$ cat src/rtl/bsm_pkg.sv
// shared types and constants for the bank switch mapper
// no dependencies; used by every module under rtl/
`default_nettype none

package bsm_pkg;

  localparam int unsigned PRG_PAGE_BITS = 13;
  localparam int unsigned CHR_PAGE_BITS = 10;
  localparam int unsigned MEM_ADDR_W    = 19;
  localparam int unsigned APB_ADDR_W    = 3;
  localparam int unsigned APB_DATA_W    = 32;
  localparam int unsigned UNITS_W       = 6;
  localparam int unsigned QUEUE_DEPTH   = 2;

  localparam logic [UNITS_W-1:0] UNITS_RESET = 6'd32;

  // bus cycle kinds on the input channel
  typedef enum logic [1:0] {
    MODE_CPU_READ  = 2'd0,
    MODE_CPU_WRITE = 2'd1,
    MODE_PPU_READ  = 2'd2
  } mode_e;

  // configuration register indexes
  typedef enum logic {
    CFG_PRG_UNITS = 1'b0,
    CFG_CHR_UNITS = 1'b1
  } cfg_idx_e;

  // result target codes
  typedef enum logic [1:0] {
    TGT_NONE    = 2'd0,
    TGT_PRG_ROM = 2'd1,
    TGT_PRG_RAM = 2'd2,
    TGT_CHR     = 2'd3
  } target_e;

  // what the back end has to do with an item
  typedef enum logic [2:0] {
    OP_NONE      = 3'd0,
    OP_RAM_READ  = 3'd1,
    OP_RAM_WRITE = 3'd2,
    OP_PRG_READ  = 3'd3,
    OP_REG_WRITE = 3'd4,
    OP_CHR_READ  = 3'd5,
    OP_PPU_CLOCK = 3'd6
  } op_e;

  // mapper register selected by {addr[14:13], addr[0]}
  typedef enum logic [2:0] {
    REG_BANK_SELECT = 3'd0,
    REG_BANK_DATA   = 3'd1,
    REG_MIRROR      = 3'd2,
    REG_RAM_PROTECT = 3'd3,
    REG_IRQ_RELOAD  = 3'd4,
    REG_IRQ_CLEAR   = 3'd5,
    REG_IRQ_DISABLE = 3'd6,
    REG_IRQ_ENABLE  = 3'd7
  } reg_sel_e;

  typedef struct packed {
    op_e         op;
    reg_sel_e    sel;
    logic [15:0] addr;
    logic [7:0]  data;
  } item_t;

endpackage

`default_nettype wire

$ cat src/rtl/bsm_front.sv
// front end: decodes each bus cycle into a back end operation
// depends on bsm_pkg
`default_nettype none

module bsm_front (
  input  wire logic           in_valid_i,
  output logic                in_ready_o,
  input  wire logic [1:0]     mode_i,
  input  wire logic [15:0]    address_i,
  input  wire logic [7:0]     write_data_i,
  output logic                push_o,
  output bsm_pkg::item_t      item_o,
  input  wire logic           queue_ready_i
);

  logic is_cpu, in_ram, in_rom;

  assign in_ready_o = queue_ready_i;
  assign push_o     = in_valid_i & queue_ready_i;

  assign is_cpu = (mode_i == bsm_pkg::MODE_CPU_READ) || (mode_i == bsm_pkg::MODE_CPU_WRITE);
  assign in_rom = address_i[15];
  assign in_ram = (address_i[15:13] == 3'b011);

  always_comb begin
    item_o.sel  = bsm_pkg::reg_sel_e'({address_i[14:13], address_i[0]});
    item_o.addr = address_i;
    item_o.data = write_data_i;
    item_o.op   = bsm_pkg::OP_NONE;
    if (is_cpu) begin
      if (in_ram) begin
        item_o.op = (mode_i == bsm_pkg::MODE_CPU_WRITE) ? bsm_pkg::OP_RAM_WRITE
                                                         : bsm_pkg::OP_RAM_READ;
      end else if (in_rom) begin
        item_o.op = (mode_i == bsm_pkg::MODE_CPU_WRITE) ? bsm_pkg::OP_REG_WRITE
                                                         : bsm_pkg::OP_PRG_READ;
      end
    end else if (mode_i == bsm_pkg::MODE_PPU_READ) begin
      // above pattern space the read still clocks the counter
      item_o.op = (address_i[15:13] == 3'b000) ? bsm_pkg::OP_CHR_READ
                                               : bsm_pkg::OP_PPU_CLOCK;
    end
  end

endmodule

`default_nettype wire

$ cat src/rtl/bsm_queue.sv
// short queue of decoded items between front and back end
// depends on bsm_pkg
`default_nettype none

module bsm_queue #(
  parameter int unsigned Depth = bsm_pkg::QUEUE_DEPTH
) (
  input  wire logic            clk_i,
  input  wire logic            rst_ni,
  input  wire logic            push_i,
  input  wire bsm_pkg::item_t  item_i,
  output logic                 ready_o,
  input  wire logic            pop_i,
  output logic                 valid_o,
  output bsm_pkg::item_t       item_o
);

  localparam int unsigned PtrW = (Depth > 1) ? $clog2(Depth) : 1;
  localparam int unsigned CntW = $clog2(Depth + 1);

  bsm_pkg::item_t mem_q [Depth];
  logic [PtrW-1:0] wr_ptr_q, wr_ptr_d, rd_ptr_q, rd_ptr_d;
  logic [CntW-1:0] count_q, count_d;

  assign ready_o = (count_q != CntW'(Depth));
  assign valid_o = (count_q != '0);
  assign item_o  = mem_q[rd_ptr_q];

  always_comb begin
    wr_ptr_d = wr_ptr_q;
    rd_ptr_d = rd_ptr_q;
    count_d  = count_q;
    if (push_i) begin
      wr_ptr_d = (wr_ptr_q == PtrW'(Depth - 1)) ? '0 : wr_ptr_q + 1'b1;
    end
    if (pop_i) begin
      rd_ptr_d = (rd_ptr_q == PtrW'(Depth - 1)) ? '0 : rd_ptr_q + 1'b1;
    end
    if (push_i && !pop_i) begin
      count_d = count_q + 1'b1;
    end else if (pop_i && !push_i) begin
      count_d = count_q - 1'b1;
    end
  end

  always_ff @(posedge clk_i or negedge rst_ni) begin
    if (!rst_ni) begin
      wr_ptr_q <= '0;
      rd_ptr_q <= '0;
      count_q  <= '0;
    end else begin
      wr_ptr_q <= wr_ptr_d;
      rd_ptr_q <= rd_ptr_d;
      count_q  <= count_d;
    end
  end

  always_ff @(posedge clk_i) begin
    if (push_i) begin
      mem_q[wr_ptr_q] <= item_i;
    end
  end

  a_no_overflow: assert property (@(posedge clk_i) disable iff (!rst_ni)
    count_q <= CntW'(Depth))
    else $error("queue count beyond depth");

  a_no_underflow: assert property (@(posedge clk_i) disable iff (!rst_ni)
    pop_i |-> count_q != '0)
    else $error("queue popped while empty");

endmodule

`default_nettype wire

$ cat src/rtl/bsm_back.sv
// back end: mapper registers, bank mapping, scanline counter and result register
// depends on bsm_pkg
`default_nettype none

module bsm_back (
  input  wire logic                              clk_i,
  input  wire logic                              rst_ni,
  input  wire logic [bsm_pkg::UNITS_W-1:0]       prg_units_i,
  input  wire logic [bsm_pkg::UNITS_W-1:0]       chr_units_i,
  input  wire logic                              q_valid_i,
  input  wire bsm_pkg::item_t                    q_item_i,
  output logic                                   q_pop_o,
  output logic                                   out_valid_o,
  input  wire logic                              out_ready_i,
  output logic [1:0]                             target_o,
  output logic [bsm_pkg::MEM_ADDR_W-1:0]         mem_address_o,
  output logic                                   ram_write_o,
  output logic                                   irq_line_o,
  output logic                                   mirror_horizontal_o
);

  // prg pages of 8k minus one, size rounded down to a power of two
  function automatic logic [5:0] prg_mask_f(logic [5:0] raw);
    logic [5:0] m;
    priority if (raw[5]) m = 6'd63;
    else if (raw[4])     m = 6'd31;
    else if (raw[3])     m = 6'd15;
    else if (raw[2])     m = 6'd7;
    else if (raw[1])     m = 6'd3;
    else                 m = 6'd1;
    return m;
  endfunction

  // chr pages of 1k minus one
  function automatic logic [7:0] chr_mask_f(logic [5:0] raw);
    logic [7:0] m;
    priority if (raw[5]) m = 8'd255;
    else if (raw[4])     m = 8'd127;
    else if (raw[3])     m = 8'd63;
    else if (raw[2])     m = 8'd31;
    else if (raw[1])     m = 8'd15;
    else                 m = 8'd7;
    return m;
  endfunction

  logic [7:0] bank_regs_q [8];
  logic [2:0] bank_index_q, bank_index_d;
  logic       prg_swap_q, prg_swap_d;
  logic       chr_invert_q, chr_invert_d;
  logic       mirror_q, mirror_d;
  logic [7:0] irq_reload_q, irq_reload_d;
  logic [7:0] irq_count_q, irq_count_d;
  logic       irq_enable_q, irq_enable_d;
  logic       irq_flag_q, irq_flag_d;
  logic       a12_high_q, a12_high_d;

  logic       out_valid_q;
  logic [1:0] target_q, target_d;
  logic [bsm_pkg::MEM_ADDR_W-1:0] mem_addr_q, mem_addr_d;
  logic       ram_write_q, ram_write_d;
  logic       irq_line_q, mirror_out_q;

  logic       bank_we;
  logic [7:0] bank_wdata;

  logic [5:0] prg_mask, prg_page_num;
  logic [7:0] prg_raw;
  logic [7:0] chr_mask, chr_raw, chr_page_num;
  logic [2:0] chr_slot, chr_idx;

  bsm_pkg::item_t it;
  assign it = q_item_i;

  assign q_pop_o = q_valid_i & (~out_valid_q | out_ready_i);

  // prg window select
  always_comb begin
    prg_mask = prg_mask_f(prg_units_i);
    unique case (it.addr[14:13])
      2'd3: prg_raw = {2'b00, prg_mask};
      2'd1: prg_raw = bank_regs_q[7];
      2'd0: prg_raw = prg_swap_q ? {2'b00, prg_mask & 6'h3e} : bank_regs_q[6];
      default: prg_raw = prg_swap_q ? bank_regs_q[6] : {2'b00, prg_mask & 6'h3e};
    endcase
    prg_page_num = prg_raw[5:0] & prg_mask;
  end

  // chr window select: two 2k slots then four 1k slots, swapped by invert
  always_comb begin
    chr_mask = chr_mask_f(chr_units_i);
    chr_slot = it.addr[12:10] ^ {chr_invert_q, 2'b00};
    chr_idx  = chr_slot[2] ? (chr_slot - 3'd2) : {2'b00, chr_slot[1]};
    chr_raw  = bank_regs_q[chr_idx];
    if (!chr_slot[2]) begin
      chr_raw = {chr_raw[7:1], chr_slot[0]};
    end
    chr_page_num = chr_raw & chr_mask;
  end

  always_comb begin
    bank_index_d = bank_index_q;
    prg_swap_d   = prg_swap_q;
    chr_invert_d = chr_invert_q;
    mirror_d     = mirror_q;
    irq_reload_d = irq_reload_q;
    irq_count_d  = irq_count_q;
    irq_enable_d = irq_enable_q;
    irq_flag_d   = irq_flag_q;
    a12_high_d   = a12_high_q;
    bank_we      = 1'b0;
    bank_wdata   = it.data;
    target_d     = bsm_pkg::TGT_NONE;
    mem_addr_d   = '0;
    ram_write_d  = 1'b0;

    if (bank_index_q <= 3'd1) begin
      bank_wdata = it.data & 8'hfe;
    end else if (bank_index_q >= 3'd6) begin
      bank_wdata = it.data & 8'h3f;
    end

    unique case (it.op)
      bsm_pkg::OP_RAM_READ, bsm_pkg::OP_RAM_WRITE: begin
        target_d    = bsm_pkg::TGT_PRG_RAM;
        mem_addr_d  = bsm_pkg::MEM_ADDR_W'(it.addr[12:0]);
        ram_write_d = (it.op == bsm_pkg::OP_RAM_WRITE);
      end
      bsm_pkg::OP_PRG_READ: begin
        target_d   = bsm_pkg::TGT_PRG_ROM;
        mem_addr_d = {prg_page_num, it.addr[bsm_pkg::PRG_PAGE_BITS-1:0]};
      end
      bsm_pkg::OP_REG_WRITE: begin
        unique case (it.sel)
          bsm_pkg::REG_BANK_SELECT: begin
            bank_index_d = it.data[2:0];
            prg_swap_d   = it.data[6];
            chr_invert_d = it.data[7];
          end
          bsm_pkg::REG_BANK_DATA:   bank_we = 1'b1;
          bsm_pkg::REG_MIRROR:      mirror_d = it.data[0];
          // protect bits gate nothing on this board
          bsm_pkg::REG_RAM_PROTECT: ;
          bsm_pkg::REG_IRQ_RELOAD:  irq_reload_d = it.data;
          bsm_pkg::REG_IRQ_CLEAR:   irq_count_d = '0;
          bsm_pkg::REG_IRQ_DISABLE: begin
            irq_enable_d = 1'b0;
            irq_flag_d   = 1'b0;
          end
          bsm_pkg::REG_IRQ_ENABLE:  irq_enable_d = 1'b1;
        endcase
      end
      bsm_pkg::OP_CHR_READ, bsm_pkg::OP_PPU_CLOCK: begin
        if (it.op == bsm_pkg::OP_CHR_READ) begin
          target_d   = bsm_pkg::TGT_CHR;
          mem_addr_d = bsm_pkg::MEM_ADDR_W'({chr_page_num,
                                             it.addr[bsm_pkg::CHR_PAGE_BITS-1:0]});
        end
        // rising a12 clocks the scanline counter
        if (it.addr[12] && !a12_high_q) begin
          a12_high_d = 1'b1;
          if (irq_count_q == '0) begin
            irq_count_d = irq_reload_q;
          end else begin
            irq_count_d = irq_count_q - 8'd1;
            if (irq_count_q == 8'd1 && irq_enable_q) begin
              irq_flag_d = 1'b1;
            end
          end
        end else if (!it.addr[12]) begin
          a12_high_d = 1'b0;
        end
      end
      bsm_pkg::OP_NONE: ;
      default: ;
    endcase
  end

  always_ff @(posedge clk_i or negedge rst_ni) begin
    if (!rst_ni) begin
      for (int i = 0; i < 8; i++) begin
        bank_regs_q[i] <= '0;
      end
      bank_index_q <= '0;
      prg_swap_q   <= 1'b0;
      chr_invert_q <= 1'b0;
      mirror_q     <= 1'b0;
      irq_reload_q <= '0;
      irq_count_q  <= '0;
      irq_enable_q <= 1'b0;
      irq_flag_q   <= 1'b0;
      a12_high_q   <= 1'b0;
      out_valid_q  <= 1'b0;
    end else begin
      if (q_pop_o) begin
        if (bank_we) begin
          bank_regs_q[bank_index_q] <= bank_wdata;
        end
        bank_index_q <= bank_index_d;
        prg_swap_q   <= prg_swap_d;
        chr_invert_q <= chr_invert_d;
        mirror_q     <= mirror_d;
        irq_reload_q <= irq_reload_d;
        irq_count_q  <= irq_count_d;
        irq_enable_q <= irq_enable_d;
        irq_flag_q   <= irq_flag_d;
        a12_high_q   <= a12_high_d;
        out_valid_q  <= 1'b1;
      end else if (out_ready_i) begin
        out_valid_q  <= 1'b0;
      end
    end
  end

  always_ff @(posedge clk_i) begin
    if (q_pop_o) begin
      target_q     <= target_d;
      mem_addr_q   <= mem_addr_d;
      ram_write_q  <= ram_write_d;
      irq_line_q   <= irq_flag_d;
      mirror_out_q <= mirror_d;
    end
  end

  assign out_valid_o         = out_valid_q;
  assign target_o            = target_q;
  assign mem_address_o       = mem_addr_q;
  assign ram_write_o         = ram_write_q;
  assign irq_line_o          = irq_line_q;
  assign mirror_horizontal_o = mirror_out_q;

  a_write_only_ram: assert property (@(posedge clk_i) disable iff (!rst_ni)
    out_valid_q && ram_write_q |-> target_q == bsm_pkg::TGT_PRG_RAM)
    else $error("ram write flagged outside prg ram");

  a_none_zero_addr: assert property (@(posedge clk_i) disable iff (!rst_ni)
    out_valid_q && target_q == bsm_pkg::TGT_NONE |-> mem_addr_q == '0)
    else $error("address set with no target");

  a_irq_needs_enable: assert property (@(posedge clk_i) disable iff (!rst_ni)
    $rose(irq_flag_q) |-> $past(irq_enable_q))
    else $error("irq raised while disabled");

endmodule

`default_nettype wire

$ cat src/rtl/bank_switch_mapper_scanline_irq.sv
// top level of the bank switch mapper with scanline interrupt
// depends on bsm_pkg, bsm_front, bsm_queue, bsm_back
//
// Each input item is one bus cycle: a CPU read, a CPU write or a PPU pattern
// read (mode_i, address_i, write_data_i). Each item gives exactly one result
// item: the memory reached (target_o), the byte address in it, a PRG RAM
// write strobe, and the interrupt and mirroring levels after the access.
// Both channels are valid/ready. The front end decodes an item and puts it
// into a two-entry queue; the back end takes one queued item per cycle
// while the result register is empty or being taken, updates the mapper
// registers and scanline counter, and loads the result register. An accepted
// item is written into the queue, and its result is registered when the back
// end pops it; one item is taken every cycle while results are taken. When the
// receiver stalls the result register holds, the queue fills, and in_ready_o
// drops once both entries are used. Reset clears all mapper state and sets
// both size registers to 32 units. Size registers sit on the APB port at byte
// addresses 0 (PRG 16k units) and 4 (CHR 8k units); the user must write them
// only while the block is idle, and the block itself does not enforce this.
`default_nettype none

module bank_switch_mapper_scanline_irq #(
  parameter int unsigned QueueDepth = bsm_pkg::QUEUE_DEPTH
) (
  input  wire logic                              clk_i,
  input  wire logic                              rst_ni,
  input  wire logic                              psel,
  input  wire logic                              penable,
  input  wire logic                              pwrite,
  input  wire logic [bsm_pkg::APB_ADDR_W-1:0]    paddr,
  input  wire logic [bsm_pkg::APB_DATA_W-1:0]    pwdata,
  output logic      [bsm_pkg::APB_DATA_W-1:0]    prdata,
  output logic                                   pready,
  input  wire logic                              in_valid_i,
  output logic                                   in_ready_o,
  input  wire logic [1:0]                        mode_i,
  input  wire logic [15:0]                       address_i,
  input  wire logic [7:0]                        write_data_i,
  output logic                                   out_valid_o,
  input  wire logic                              out_ready_i,
  output logic [1:0]                             target_o,
  output logic [bsm_pkg::MEM_ADDR_W-1:0]         mem_address_o,
  output logic                                   ram_write_o,
  output logic                                   irq_line_o,
  output logic                                   mirror_horizontal_o
);

  logic [bsm_pkg::UNITS_W-1:0] prg_units_q, chr_units_q;
  logic                        cfg_we;
  bsm_pkg::cfg_idx_e           cfg_idx;

  logic           push, queue_ready, q_valid, q_pop;
  bsm_pkg::item_t f_item, q_item;

  assign pready  = 1'b1;
  assign cfg_we  = psel & penable & pwrite;
  assign cfg_idx = bsm_pkg::cfg_idx_e'(paddr[2]);

  always_comb begin
    unique case (cfg_idx)
      bsm_pkg::CFG_PRG_UNITS: prdata = bsm_pkg::APB_DATA_W'(prg_units_q);
      bsm_pkg::CFG_CHR_UNITS: prdata = bsm_pkg::APB_DATA_W'(chr_units_q);
    endcase
  end

  always_ff @(posedge clk_i or negedge rst_ni) begin
    if (!rst_ni) begin
      prg_units_q <= bsm_pkg::UNITS_RESET;
      chr_units_q <= bsm_pkg::UNITS_RESET;
    end else if (cfg_we) begin
      unique case (cfg_idx)
        bsm_pkg::CFG_PRG_UNITS: prg_units_q <= pwdata[bsm_pkg::UNITS_W-1:0];
        bsm_pkg::CFG_CHR_UNITS: chr_units_q <= pwdata[bsm_pkg::UNITS_W-1:0];
      endcase
    end
  end

  bsm_front u_front (
    .in_valid_i    (in_valid_i),
    .in_ready_o    (in_ready_o),
    .mode_i        (mode_i),
    .address_i     (address_i),
    .write_data_i  (write_data_i),
    .push_o        (push),
    .item_o        (f_item),
    .queue_ready_i (queue_ready)
  );

  bsm_queue #(
    .Depth (QueueDepth)
  ) u_queue (
    .clk_i   (clk_i),
    .rst_ni  (rst_ni),
    .push_i  (push),
    .item_i  (f_item),
    .ready_o (queue_ready),
    .pop_i   (q_pop),
    .valid_o (q_valid),
    .item_o  (q_item)
  );

  bsm_back u_back (
    .clk_i               (clk_i),
    .rst_ni              (rst_ni),
    .prg_units_i         (prg_units_q),
    .chr_units_i         (chr_units_q),
    .q_valid_i           (q_valid),
    .q_item_i            (q_item),
    .q_pop_o             (q_pop),
    .out_valid_o         (out_valid_o),
    .out_ready_i         (out_ready_i),
    .target_o            (target_o),
    .mem_address_o       (mem_address_o),
    .ram_write_o         (ram_write_o),
    .irq_line_o          (irq_line_o),
    .mirror_horizontal_o (mirror_horizontal_o)
  );

endmodule

`default_nettype wire
$ cat config.mk
export PLATFORM = sky130hd
export DESIGN_NAME = bank_switch_mapper_scanline_irq
export DESIGN_NICKNAME = d
export VERILOG_FILES = /design/src/rtl/bsm_pkg.sv /design/src/rtl/bsm_front.sv /design/src/rtl/bsm_queue.sv /design/src/rtl/bsm_back.sv /design/src/rtl/bank_switch_mapper_scanline_irq.sv
export SDC_FILE = /design/constraint.sdc
export NUM_CORES = 1
export LEC_CHECK = 0
export BUFFER_PORTS_ARGS = -buffer_cell sky130_fd_sc_hd__buf_2
export CORE_MARGIN = 4
export CORE_UTILIZATION = 60
export CTS_BUF_LIST = sky130_fd_sc_hd__clkbuf_8
export CTS_CLUSTER_DIAMETER = 50
export DETAILED_ROUTE_END_ITERATION = 12
export GPL_ROUTABILITY_DRIVEN = 0
export PLACE_DENSITY = 0.84
export SETUP_SLACK_MARGIN = 0.1
export SLEW_MARGIN = 20
export SYNTH_ARGS = -nofsm -noshare
export SYNTH_HDL_FRONTEND = slang
export SYNTH_SLANG_ARGS = --single-unit
$ cat constraint.sdc
create_clock -name clk_i -period 4.1 [get_ports clk_i]
set_input_delay 0.205 -clock clk_i [delete_from_list [all_inputs] [get_ports clk_i]]
set_output_delay 0.205 -clock clk_i [all_outputs]
set_load 0.1 [all_outputs]
# After elaboration in Yosys (flattened, before gate mapping)
# Memory sizes are Yosys's and may differ from the RTL's.
# Index checks and enable logic that the tools add are counted.
word_totals:
  reg_bits: 130
  latch_bits: 0
  ram_bits: 60
  rom_bits: 0
  output_inout_bits: 59
  mem_count: 1
mem_list:
  columns: ["name", "words", "width", "read_ports", "rd_ports_with_merged_regs", "wr", "line", "source"]
  rows:
  - ["u_queue.mem_q", 2, 30, 1, 0, 1, "bsm_queue.sv:21", "bsm_pkg::item_t mem_q [Depth];"]
classes:
  addsub: 6
  n_mul: 0
  div_mod_pow: 0
  magnitude_cmp: 5
  eq_ne: 22
  shifts: 0
  mux: 59
  n_bitwise: 12
  n_reduce_logical: 29
op_table:
  columns: ["cell", "count"]
  rows:
  - ["8-bit 2-to-1 mux", 12]
  - ["64-bit bitwise mux", 1]
  - ["32-bit case mux with 2 select lines", 1]
  - ["19-bit case mux with 3 select lines", 1]
  - ["6-bit 2-to-1 mux", 6]
  - ["8-bit binary-select mux with 3-bit select", 1]
  - ["8-bit demux with 3-bit select", 1]
  - ["3-bit equality test, second input constant", 7]
  - ["18-bit 2-to-1 mux", 1]
  - ["3-bit 2-to-1 mux", 6]
  - ["6-bit case mux with 3 select lines", 1]
  - ["1-bit 2-to-1 mux", 17]
  - ["8-bit case mux with 2 select lines", 1]
  - ["3-bit by 2-bit equality test with 1-bit output, second input constant", 4]
  - ["2-bit 2-to-1 mux", 6]
  - ["3-bit AND reduction", 4]
  - ["2-bit nonzero test", 5]
  - ["8-bit AND", 1]
  - ["8-bit by 1-bit equality test with 1-bit output, second input constant", 1]
  - ["4-bit >= comparator, second input constant", 2]
  - ["8-bit zero test", 1]
  - ["3-bit NOT with 4-bit output", 2]
  - ["8-bit by 1-bit subtractor with 8-bit output, second input constant", 1]
  - ["6-bit AND", 1]
  - ["27 further kinds", 49]

# Depth between registers and ports, before layout
# Gate-level depths: netlist (run 1).
# An unclocked memory read counts as a cell.
depth:
  ltp_word: 12
  mapped_depth: 10
  depth_no_buf: 7

# Cells and area by module
# A second synthesis (run 1) with hierarchy kept.
unflattened:
  cells_unflattened: 632
  hier_area_um2: 8602.0
by_module_without_submodules:
  columns: ["mod", "instances", "cells_per_inst", "area_per_inst_um2", "seq_area_each_um2"]
  rows:
  - ["bsm_back", 1, 422, 5202.5, 2822.7]
  - ["bsm_queue", 1, 109, 2362.3, 1901.8]
  - ["bank_switch_mapper_scanline_irq", 1, 62, 763.2, 302.8]
  - ["bsm_front", 1, 39, 274.0, 0.0]

# Worst setup path after synthesis (run 1)
# OpenSTA, ideal clock, no wires.
synth_timing:
  kind: "reg-to-reg"
  startpoint: "register u_queue.count_q[0]"
  endpoint: "memory u_queue.mem_q[0][0] in the netlist's numbering, enable pin"
  setup_time_ns: 0.409
  t_arrival_ns: 2.620
  t_required_ns: 3.691
  setup_slack_ns: 1.071
  path_stages_with_launch: 4
  n_path_buf: 0
  period_less_slack_ns: 3.029
  cell_sequence: "dfrtp_1 > nand2b_1 > nand2_1 > nor2_1"
synth_via:
  elab_chain_len: 4
synth_rtl:
  columns: ["item", "line", "source"]
  rows:
  - ["start, declared", "bsm_queue.sv:23", "logic [CntW-1:0] count_q, count_d;"]
  - ["start signal, assigned", "bsm_queue.sv:54", "count_q <= count_d;"]
  - ["2-bit != test", "bsm_queue.sv:25", "assign ready_o = (count_q != CntW'(Depth));"]
  - ["net in_ready_o", "bank_switch_mapper_scanline_irq.sv:34", "output logic in_ready_o,"]
  - ["1-bit AND", "bsm_front.sv:19", "assign push_o = in_valid_i & queue_ready_i;"]
  - ["1-bit 2-to-1 mux", "bsm_queue.sv:59", "if (push_i) begin"]
  - ["1-bit 2-to-1 mux (not written as such)", "bsm_queue.sv:60", "mem_q[wr_ptr_q] <= item_i;"]
  - ["end, declared", "bsm_queue.sv:21", null]
# The timed path passes the listed nets, and every way through them passes these cells.

# Final worst setup path (run 1)
layout_timing:
  startpoint: "register u_queue.rd_ptr_q"
  endpoint: "register u_back.bank_regs_q[19] in the netlist's numbering"
layout_via:
  elab_chain_len: 5
layout_rtl:
  columns: ["item", "line", "source"]
  rows:
  - ["start, declared", "bsm_queue.sv:22", "logic [PtrW-1:0] wr_ptr_q, wr_ptr_d, rd_ptr_q, rd_ptr_d;"]
  - ["start signal, assigned", "bsm_queue.sv:53", "rd_ptr_q <= rd_ptr_d;"]
  - ["memory 2 x 30 bit *", null, null]
  - ["3-bit by 1-bit equality test with 1-bit output", "bsm_back.sv:133", "unique case (it.sel)"]
  - ["1-bit 2-to-1 mux", "bsm_back.sv:133", null]
  - ["1-bit 2-to-1 mux", "bsm_back.sv:122", "unique case (it.op)"]
  - ["2-bit AND reduction (no source line)", null, null]
  - ["end signal, assigned by index", "bsm_back.sv:196", "bank_regs_q[bank_index_q] <= bank_wdata;"]
  - ["end, declared", "bsm_back.sv:46", "logic [7:0] bank_regs_q [8];"]
# Every way passes the cells marked *; elsewhere a longest branch is shown, timed or not.
# A chain may end at the register's enable or synchronous reset.

==> run_summary.xml, run 1 <==
<?xml version="1.0" encoding="UTF-8"?>
<metrics>
  <group name="outcome">
    <metric name="outcome" unit="">completed</metric>
  </group>
  <group name="worst_setup_path">
    <metric name="slowest_stage" unit="">sky130_fd_sc_hd__dfrtp_2</metric>
    <metric name="maximum_net_fanout_on_the_critical_path" unit="">42</metric>
    <metric name="crit_path_end" unit="">u_back.bank_regs_q[19]</metric>
    <metric name="critical_path.endpoint_type" unit="">register</metric>
    <metric name="crit_type" unit="">register to register</metric>
    <metric name="start_kind" unit="">register</metric>
    <metric name="required" unit="ps">4410</metric>
    <metric name="critical_path.cell_chain" unit="">mux2_2 &gt; nor2_2 &gt; and4_1 &gt; nand4b_1 &gt; nand2_1 &gt; o21ai_0</metric>
    <metric name="worst_r2r_path_depth" unit="">6</metric>
    <metric name="reg2reg_slack" unit="ps">880</metric>
    <metric name="reg2reg_from" unit="">u_queue.rd_ptr_q</metric>
    <metric name="reg2reg_to" unit="">u_back.bank_regs_q[19]</metric>
    <metric name="startpoint" unit="">u_queue.rd_ptr_q</metric>
    <metric name="timing.critical_path.slowest_cell_delay" unit="ps">1080</metric>
    <metric name="cp.arrival" unit="ps">3530</metric>
  </group>
  <group name="cts">
    <metric name="cts-root-buf" unit="">sky130_fd_sc_hd__clkbuf_8</metric>
    <metric name="cts_repair_resize_count" unit="">0</metric>
    <metric name="clock_tree_from_tritoncts" unit="">yes</metric>
    <metric name="cts-buffers-inserted" unit="">17</metric>
    <metric name="clkTransAtPathRegs" unit="ps">100</metric>
    <metric name="clock_latency" unit="ps">470</metric>
    <metric name="cts_num_sinks" unit="">176</metric>
    <metric name="cts_htree_levels" unit="">4</metric>
    <metric name="cts_max_path_buffers" unit="">2</metric>
  </group>
  <group name="place">
    <metric name="dp.final_hpwl" unit="um">11400</metric>
    <metric name="port_buffers" unit="">71</metric>
    <metric name="placed_cell_area" unit="um2">8320</metric>
  </group>
  <group name="global_routing">
    <metric name="globalRouteMet3Util" unit="%">5.76</metric>
    <metric name="grt_pass1_vias" unit="">5499</metric>
    <metric name="grt_first_pass_wirelength" unit="um">27900</metric>
    <metric name="overflow" unit="">0</metric>
    <metric name="grt_antenna_before_repair" unit="">0</metric>
    <metric name="grtUsageMet1" unit="%">31.5</metric>
    <metric name="top_usage_layer" unit="">met2</metric>
    <metric name="globalRouteMet2Util" unit="%">40.8</metric>
    <metric name="groute.usage.overall" unit="%">24.2</metric>
    <metric name="grt_start_max_net_pins" unit="">76</metric>
  </group>
  <group name="die">
    <metric name="io_pins" unit="">127</metric>
    <metric name="die_area" unit="um2">15100</metric>
    <metric name="die_h" unit="um">123</metric>
    <metric name="placement_rows" unit="">41</metric>
    <metric name="initial_core_util" unit="%">62.2</metric>
    <metric name="chip_width" unit="um">123</metric>
    <metric name="floorplan.core_area" unit="um2">12800</metric>
  </group>
  <group name="timing">
    <metric name="timing.fmax" unit="MHz">310</metric>
    <metric name="timing.clock.skew" unit="ps">16.2</metric>
    <metric name="final_period_minus_worst_setup_slack" unit="ps">3220</metric>
    <metric name="max_slew_margin" unit="%">24.5</metric>
    <metric name="worst_pin_slew" unit="ps">1100</metric>
    <metric name="setup_viol" unit="">0</metric>
    <metric name="rsz0062_at_grt" unit="">no</metric>
    <metric name="timing.final.hold_violations" unit="">0</metric>
    <metric name="setup_tns_final" unit="ps">0</metric>
    <metric name="maxSlewViolCount" unit="">0</metric>
    <metric name="final.period_utilization" unit="%">78.6</metric>
  </group>
  <group name="power_and_ir_drop">
    <metric name="combPwrFrac" unit="%">45.6</metric>
    <metric name="int_power" unit="W">0.00370</metric>
    <metric name="vdd_drop_max" unit="mV">0.509</metric>
    <metric name="power.share.clock" unit="%">15.5</metric>
    <metric name="seqPwrFrac" unit="%">38.9</metric>
    <metric name="leakage" unit="nW">3.83</metric>
    <metric name="sw_frac_of_total" unit="%">48.6</metric>
    <metric name="power_per_standard_cell_area" unit="nW/um2">800</metric>
    <metric name="switch_pwr" unit="W">0.00349</metric>
  </group>
  <group name="yosys">
    <metric name="post_synth_instance_area" unit="um2">7940</metric>
    <metric name="synth_cell_type_count" unit="">71</metric>
    <metric name="number_of_register_bits_inferred_by_synthesis" unit="">176</metric>
    <metric name="postSynth.asyncResetShare" unit="%">56.8</metric>
    <metric name="syn_avg_cell_area" unit="um2">11.9</metric>
    <metric name="synth-seq-area-share" unit="%">60.3</metric>
    <metric name="synth_edf_count" unit="">76</metric>
    <metric name="primary_ff_master_synth" unit="">sky130_fd_sc_hd__dfrtp_1</metric>
    <metric name="netlist_instances" unit="">668</metric>
    <metric name="yosys_warnings" unit="">0</metric>
  </group>
  <group name="worst_hold_path">
    <metric name="hold_path_class" unit="">input pin to register</metric>
    <metric name="hold_depth" unit="">3</metric>
  </group>
  <group name="routing">
    <metric name="drc" unit="">0</metric>
    <metric name="detail_route.first_pass.iterations" unit="">5</metric>
    <metric name="route.vias.total" unit="">5476</metric>
    <metric name="postRouteAntennaNets" unit="">0</metric>
    <metric name="violation_count_after_the_first_detailed_route_iteration" unit="">570</metric>
    <metric name="avgRoutedWirePerCell" unit="um">18.0</metric>
    <metric name="post_drt_via_cell_ratio" unit="">5.76</metric>
    <metric name="route.final.wire_length" unit="um">17100</metric>
  </group>
  <group name="cells_and_area">
    <metric name="antenna_cells" unit="">0</metric>
    <metric name="post_route_cells_drive_above_1_share" unit="%">20.2</metric>
    <metric name="area_growth_syn_to_layout" unit="%">13.1</metric>
    <metric name="layout.nets" unit="">838</metric>
    <metric name="mostFrequentLayoutCell" unit="">sky130_fd_sc_hd__dfrtp_1</metric>
    <metric name="mostFrequentLayoutCells" unit="">sky130_fd_sc_hd__dfrtp_1 (97), sky130_fd_sc_hd__edfxtp_1 (76), sky130_fd_sc_hd__buf_2 (70)</metric>
    <metric name="multiInputGateArea" unit="um2">2880</metric>
    <metric name="postLayoutCellArea" unit="um2">8980</metric>
    <metric name="register_area" unit="um2">4790</metric>
    <metric name="filler_cell_count" unit="">874</metric>
  </group>
  <group name="flow_run">
    <metric name="drv.max_cap_violation_count" unit="">0</metric>
  </group>
</metrics>
==> power groups by stage <==
stage | combinational, W | sequential, W | clock, W
floorplan | 0.00187 | 0.00350 | 0
global placement | 0.00313 | 0.00279 | 0
detailed placement | 0.00323 | 0.00282 | 0
CTS | 0.00326 | 0.00279 | 0.00113
global route | 0.00350 | 0.00285 | 0.00122
finish | 0.00328 | 0.00279 | 0.00112
==> cells in the mapped netlist (7+ instances only) <==
master                     count  area, um2
sky130_fd_sc_hd__a21oi_1      50        250
sky130_fd_sc_hd__buf_2        11       55.1
sky130_fd_sc_hd__buf_4        32        240
sky130_fd_sc_hd__clkbuf_1      7       26.3
sky130_fd_sc_hd__dfrtp_1      98       2450
sky130_fd_sc_hd__edfxtp_1     76       2280
sky130_fd_sc_hd__inv_1         7       26.3
sky130_fd_sc_hd__mux2_2       30        338
sky130_fd_sc_hd__mux2i_1      37        370
sky130_fd_sc_hd__nand2_1      52        195
sky130_fd_sc_hd__nand3_1      10       50.1
sky130_fd_sc_hd__nor2_1       69        259
sky130_fd_sc_hd__nor3_1       13       65.1
sky130_fd_sc_hd__o21ai_0      32        160
sky130_fd_sc_hd__o21ai_1      28        140
sky130_fd_sc_hd__xor2_1        9       78.8
==> cells by family after synthesis <==
group	share of synthesized area [%]
AOI/OAI and AO/OA	11.7
xor gates and xnor gates	1.32
adders and majority gates	0.630
buffers and inverters	4.66
DFF	60.3
muxes	9.51
other	0.0945
and+or+nand+nor	11.9
==> state kept, by name, summed over array words and instances (netlist names), 2 cells and up <==
register and count:
u_back.irq_reload_q 8, u_queue.count_q 2, u_back.mem_address_o 19, u_back.target_o 2
u_queue.mem_q 52, chr_units_q 6, u_back.bank_regs_q 58, u_back.irq_count_q 8
prg_units_q 6, u_back.bank_index_q 3
==> per-stage QoR <==
step / hold slack [ps] / total power, W / utilization, % / instances / worst slack (ps)
after floorplan: -90.6 / 0.00538 / - / 693 / 1070
after global placement: 376 / 0.00592 / 65.1 / 888 / 1080
after detailed placement: 396 / 0.00605 / 65.1 / 888 / 956
after CTS: 42.7 / 0.00718 / 70.3 / 950 / 905
after global routing: 68.1 / 0.00756 / 70.3 / 950 / 697
final: 61.3 / 0.00719 / 70.3 / 950 / 878
==> metal layers <==
| layer | wire, um | part of all wire, % |
|---|---|---|
| met4 | 295 | 1.7 |
| met2 | 8650 | 50 |
| met5 | 0 | 0 |
| met1 | 7110 | 41 |
| met3 | 1080 | 6.3 |
==> worst max-delay path: cells and delay by family (launching register included) <==
kind / cells / cell delay, ps
AND/OR/NAND/NOR: 4 / 1410
multiplexers: 1 / 460
AO/OA/AOI/OAI: 1 / 110
flip-flops: 1 / 1080
==> how the worst min path moves through the flow <==
stage,startpoint,to,slack [ps]
3_5_place_dp,rst_ni,u_back.irq_count_q[6],400
6_report,in_valid_i,u_queue.wr_ptr_q,60
4_1_cts,in_valid_i,u_queue.wr_ptr_q,40
5_1_grt,mode_i[0],u_queue.mem_q[1][27],70
2_1_floorplan,rst_ni,chr_units_q[0],-90
3_3_place_gp,rst_ni,u_back.irq_count_q[6],380
==> final cells by class <==
cell class	count	area share, %
multi-input cells	456	32.1
inverters	7	0.293
clock inverters	14	1.35
repair buffers	108	7.94
clock buffers	17	2.60
flip-flops and latches	176	53.3
well taps	172	2.40
==> repair_timing <==
item | 4_1_cts | 5_1_grt
setup buffers | 0 | 0
hold buffers | 31 | 0
setup endpoints to repair | 0 | 0
endpoints found under the hold margin | 130 | 0
No activity file was read; power rests on OpenSTA's default activity.
==> run 2: changes to the inputs <==
--- a/config.mk
+++ b/config.mk
@@ -7,12 +7,12 @@
 export LEC_CHECK = 0
 export BUFFER_PORTS_ARGS = -buffer_cell sky130_fd_sc_hd__buf_2
 export CORE_MARGIN = 4
-export CORE_UTILIZATION = 60
+export CORE_UTILIZATION = 53
 export CTS_BUF_LIST = sky130_fd_sc_hd__clkbuf_8
 export CTS_CLUSTER_DIAMETER = 50
 export DETAILED_ROUTE_END_ITERATION = 12
 export GPL_ROUTABILITY_DRIVEN = 0
-export PLACE_DENSITY = 0.84
+export PLACE_DENSITY = 0.78
 export SETUP_SLACK_MARGIN = 0.1
 export SLEW_MARGIN = 20
 export SYNTH_ARGS = -nofsm -noshare
==> constraint.sdc (replaced) <==
create_clock -name clk_i -period 2.69 [get_ports clk_i]
set_input_delay 0.1345 -clock clk_i [delete_from_list [all_inputs] [get_ports clk_i]]
set_output_delay 0.1345 -clock clk_i [all_outputs]
set_load 0.1 [all_outputs]
==> run 2 against run 1 <==
Critical endpoint is now u_back.mem_address_o[15]. Critical path depth did not move. Fmax rose by 35%. Worst setup slack got worse by 570 ps. Clock power rose by 79%. Critical path type unchanged. Count of clock-buffer cells in the layout did not move. Core utilization fell by 6.4 points.
==> run_summary.xml, run 2 (synthesis gave the netlist of run 1 again) <==
<?xml version="1.0" encoding="UTF-8"?>
<metrics>
  <group name="cells_and_area">
    <metric name="filler_cell_count" unit="">1059</metric>
    <metric name="area_growth_syn_to_layout" unit="%">17.4</metric>
    <metric name="post_route_cells_drive_above_1_share" unit="%">23.1</metric>
    <metric name="postLayoutCellArea" unit="um2">9330</metric>
    <metric name="mostFrequentLayoutCells" unit="">sky130_fd_sc_hd__dfrtp_1 (97), sky130_fd_sc_hd__edfxtp_1 (76), sky130_fd_sc_hd__buf_2 (70)</metric>
    <metric name="largest_register_ffs" unit="">58</metric>
    <metric name="antenna_cells" unit="">0</metric>
    <metric name="mostFrequentLayoutCell" unit="">sky130_fd_sc_hd__dfrtp_1</metric>
    <metric name="layout.nets" unit="">870</metric>
    <metric name="largest-register" unit="">u_back.bank_regs_q</metric>
  </group>
  <group name="timing">
    <metric name="rsz0062_at_grt" unit="">no</metric>
    <metric name="setup_tns_final" unit="ps">0</metric>
    <metric name="timing.fmax" unit="MHz">420</metric>
    <metric name="timing.clock.skew" unit="ps">11.3</metric>
    <metric name="maxSlewViolCount" unit="">0</metric>
    <metric name="timing.final.hold_violations" unit="">0</metric>
    <metric name="final_period_minus_worst_setup_slack" unit="ps">2380</metric>
    <metric name="final.period_utilization" unit="%">88.5</metric>
    <metric name="setup_viol" unit="">0</metric>
    <metric name="max_slew_margin" unit="%">46.1</metric>
    <metric name="worst_pin_slew" unit="ps">803</metric>
  </group>
  <group name="cts">
    <metric name="cts_htree_levels" unit="">4</metric>
    <metric name="clock_tree_from_tritoncts" unit="">yes</metric>
    <metric name="postCtsSetupRepairBufs" unit="">0</metric>
    <metric name="cts_max_path_buffers" unit="">2</metric>
    <metric name="clkTransAtPathRegs" unit="ps">90</metric>
    <metric name="cts-buffers-inserted" unit="">17</metric>
    <metric name="clock_latency" unit="ps">470</metric>
    <metric name="cts-root-buf" unit="">sky130_fd_sc_hd__clkbuf_8</metric>
    <metric name="cts_num_sinks" unit="">176</metric>
  </group>
  <group name="routing">
    <metric name="post_drt_via_cell_ratio" unit="">5.70</metric>
    <metric name="drc" unit="">0</metric>
    <metric name="detail_route.first_pass.iterations" unit="">5</metric>
    <metric name="route.vias.total" unit="">5674</metric>
    <metric name="postRouteAntennaNets" unit="">0</metric>
    <metric name="violation_count_after_the_first_detailed_route_iteration" unit="">536</metric>
    <metric name="route.final.wire_length" unit="um">17700</metric>
    <metric name="avgRoutedWirePerCell" unit="um">17.8</metric>
  </group>
  <group name="worst_hold_path">
    <metric name="holdPathEnd" unit="">u_queue.mem_q[0][27]</metric>
    <metric name="hold_depth" unit="">2</metric>
    <metric name="hold_path_class" unit="">input pin to register</metric>
    <metric name="worstHoldStart" unit="">mode_i[0]</metric>
  </group>
  <group name="power_and_ir_drop">
    <metric name="leakage" unit="nW">4.03</metric>
    <metric name="vdd_drop_max" unit="mV">0.757</metric>
    <metric name="int_power" unit="W">0.00619</metric>
    <metric name="switch_pwr" unit="W">0.00533</metric>
    <metric name="power_per_standard_cell_area" unit="nW/um2">1230</metric>
    <metric name="sw_frac_of_total" unit="%">46.3</metric>
    <metric name="seqPwrFrac" unit="%">36.5</metric>
    <metric name="combPwrFrac" unit="%">46.1</metric>
    <metric name="power.share.clock" unit="%">17.3</metric>
  </group>
  <group name="worst_setup_path">
    <metric name="family_with_the_most_delay_on_the_worst_path" unit="">multiplexers</metric>
    <metric name="cp_num_cells" unit="">6</metric>
    <metric name="worst_r2r_path_depth" unit="">6</metric>
    <metric name="cp.arrival" unit="ps">2600</metric>
    <metric name="slowest_stage" unit="">sky130_fd_sc_hd__dfrtp_1</metric>
    <metric name="required" unit="ps">2910</metric>
    <metric name="worst_path_most_repeated_cell" unit="">sky130_fd_sc_hd__mux2i_1</metric>
    <metric name="timing.critical_path.slowest_cell_delay" unit="ps">450</metric>
    <metric name="critical_path.cell_chain" unit="">xor2_1 &gt; mux2i_1 &gt; mux2_2 &gt; mux2i_1 &gt; nand2_1 &gt; a31o_1</metric>
    <metric name="critPathBufInv" unit="">0</metric>
    <metric name="reg2reg_slack" unit="ps">310</metric>
    <metric name="reg2reg_from" unit="">u_back.chr_invert_q</metric>
    <metric name="reg2reg_to" unit="">u_back.mem_address_o[15]</metric>
    <metric name="start_kind" unit="">register</metric>
    <metric name="crit_type" unit="">register to register</metric>
    <metric name="maximum_net_fanout_on_the_critical_path" unit="">8</metric>
    <metric name="critical_path.endpoint_type" unit="">register</metric>
  </group>
  <group name="global_routing">
    <metric name="grt_pass1_vias" unit="">5697</metric>
    <metric name="globalRouteMet3Util" unit="%">5.69</metric>
    <metric name="overflow" unit="">0</metric>
    <metric name="globalRouteMet2Util" unit="%">37.2</metric>
    <metric name="grt_start_max_net_pins" unit="">57</metric>
    <metric name="top_usage_layer" unit="">met2</metric>
    <metric name="grtUsageMet1" unit="%">27.7</metric>
    <metric name="grt_antenna_before_repair" unit="">0</metric>
    <metric name="grt_first_pass_wirelength" unit="um">28600</metric>
    <metric name="groute.usage.overall" unit="%">21.9</metric>
  </group>
  <group name="outcome">
    <metric name="outcome" unit="">completed</metric>
  </group>
  <group name="die">
    <metric name="chip_width" unit="um">130</metric>
    <metric name="io_pins" unit="">127</metric>
    <metric name="die_area" unit="um2">17000</metric>
    <metric name="placement_rows" unit="">44</metric>
    <metric name="floorplan.core_area" unit="um2">14600</metric>
    <metric name="die_h" unit="um">130</metric>
    <metric name="initial_core_util" unit="%">54.5</metric>
  </group>
  <group name="flow_run">
    <metric name="drv.max_cap_violation_count" unit="">0</metric>
  </group>
  <group name="place">
    <metric name="placed_cell_area" unit="um2">8570</metric>
    <metric name="port_buffers" unit="">71</metric>
    <metric name="dp.final_hpwl" unit="um">12200</metric>
  </group>
</metrics>
## run 2: cell types whose count changed in the layout (fill, tap and decap cells not counted), moves of 2 or more
cell,before,now
sky130_fd_sc_hd__buf_4,7,38
sky130_fd_sc_hd__bufinv_16,0,4
sky130_fd_sc_hd__clkinv_1,0,2
sky130_fd_sc_hd__clkinv_4,0,2
sky130_fd_sc_hd__clkinvlp_4,4,1
sky130_fd_sc_hd__inv_6,6,3
## run 2: through the flow
step | setup WS [ps] | util (%) | total power, W | std cells | hold WS, ps
final | 310 | 63.9 | 0.0115 | 995 | 23.2
after global routing | 131 | 63.9 | 0.0121 | 995 | 6.15
after CTS | 272 | 63.9 | 0.0115 | 995 | 7.83
after detailed placement | 315 | 58.7 | 0.00947 | 931 | 234
after global placement | 385 | 58.7 | 0.00927 | 931 | 220
after floorplan | 243 | - | 0.00820 | 693 | -161
## run 2: worst max-delay path by stage
stage	startpoint	end	slack, ps
global route	u_queue.rd_ptr_q	u_back.bank_regs_q[4]	130
finish	u_back.chr_invert_q	u_back.mem_address_o[15]	310
global placement	u_queue.rd_ptr_q	u_back.bank_regs_q[5]	390
CTS	u_queue.rd_ptr_q	u_back.mem_address_o[14]	270
detailed placement	u_queue.rd_ptr_q	u_back.bank_regs_q[4]	320
floorplan	u_back.out_valid_o	u_back.bank_index_q[1]	240
## run 2: layout make-up
cell class	count	area (um2)	share of cell area [%]
clock buffers	17	234	2.51
clock inverters	15	206	2.21
inverters	7	26.3	0.282
multi-input cells	456	2890	30.9
flip-flops and latches	176	4790	51.4
well taps	184	230	2.47
repair buffers	140	956	10.2
## run 2: power by group through the flow
stage	Combinational, W	Clock, W	Sequential [W]
6_report	0.00531	0.00200	0.00420
5_1_grt	0.00564	0.00216	0.00429
4_1_cts	0.00530	0.00202	0.00419
3_5_place_dp	0.00523	0	0.00424
3_3_place_gp	0.00508	0	0.00418
2_1_floorplan	0.00286	0	0.00534
## run 2: timing repair
action | in CTS | in global routing
resized for setup | 0 | 1
hold buffers | 32 | 0
endpoints found under the setup margin | 0 | 13
endpoints found under the hold margin | 112 | 0
## run 2: routing by layer
layer,up-vias,share of wire [%]
met1,2763,42
met4,0,2.0
li1,2647,-
met3,31,7.0
met2,233,49
met5,-,0
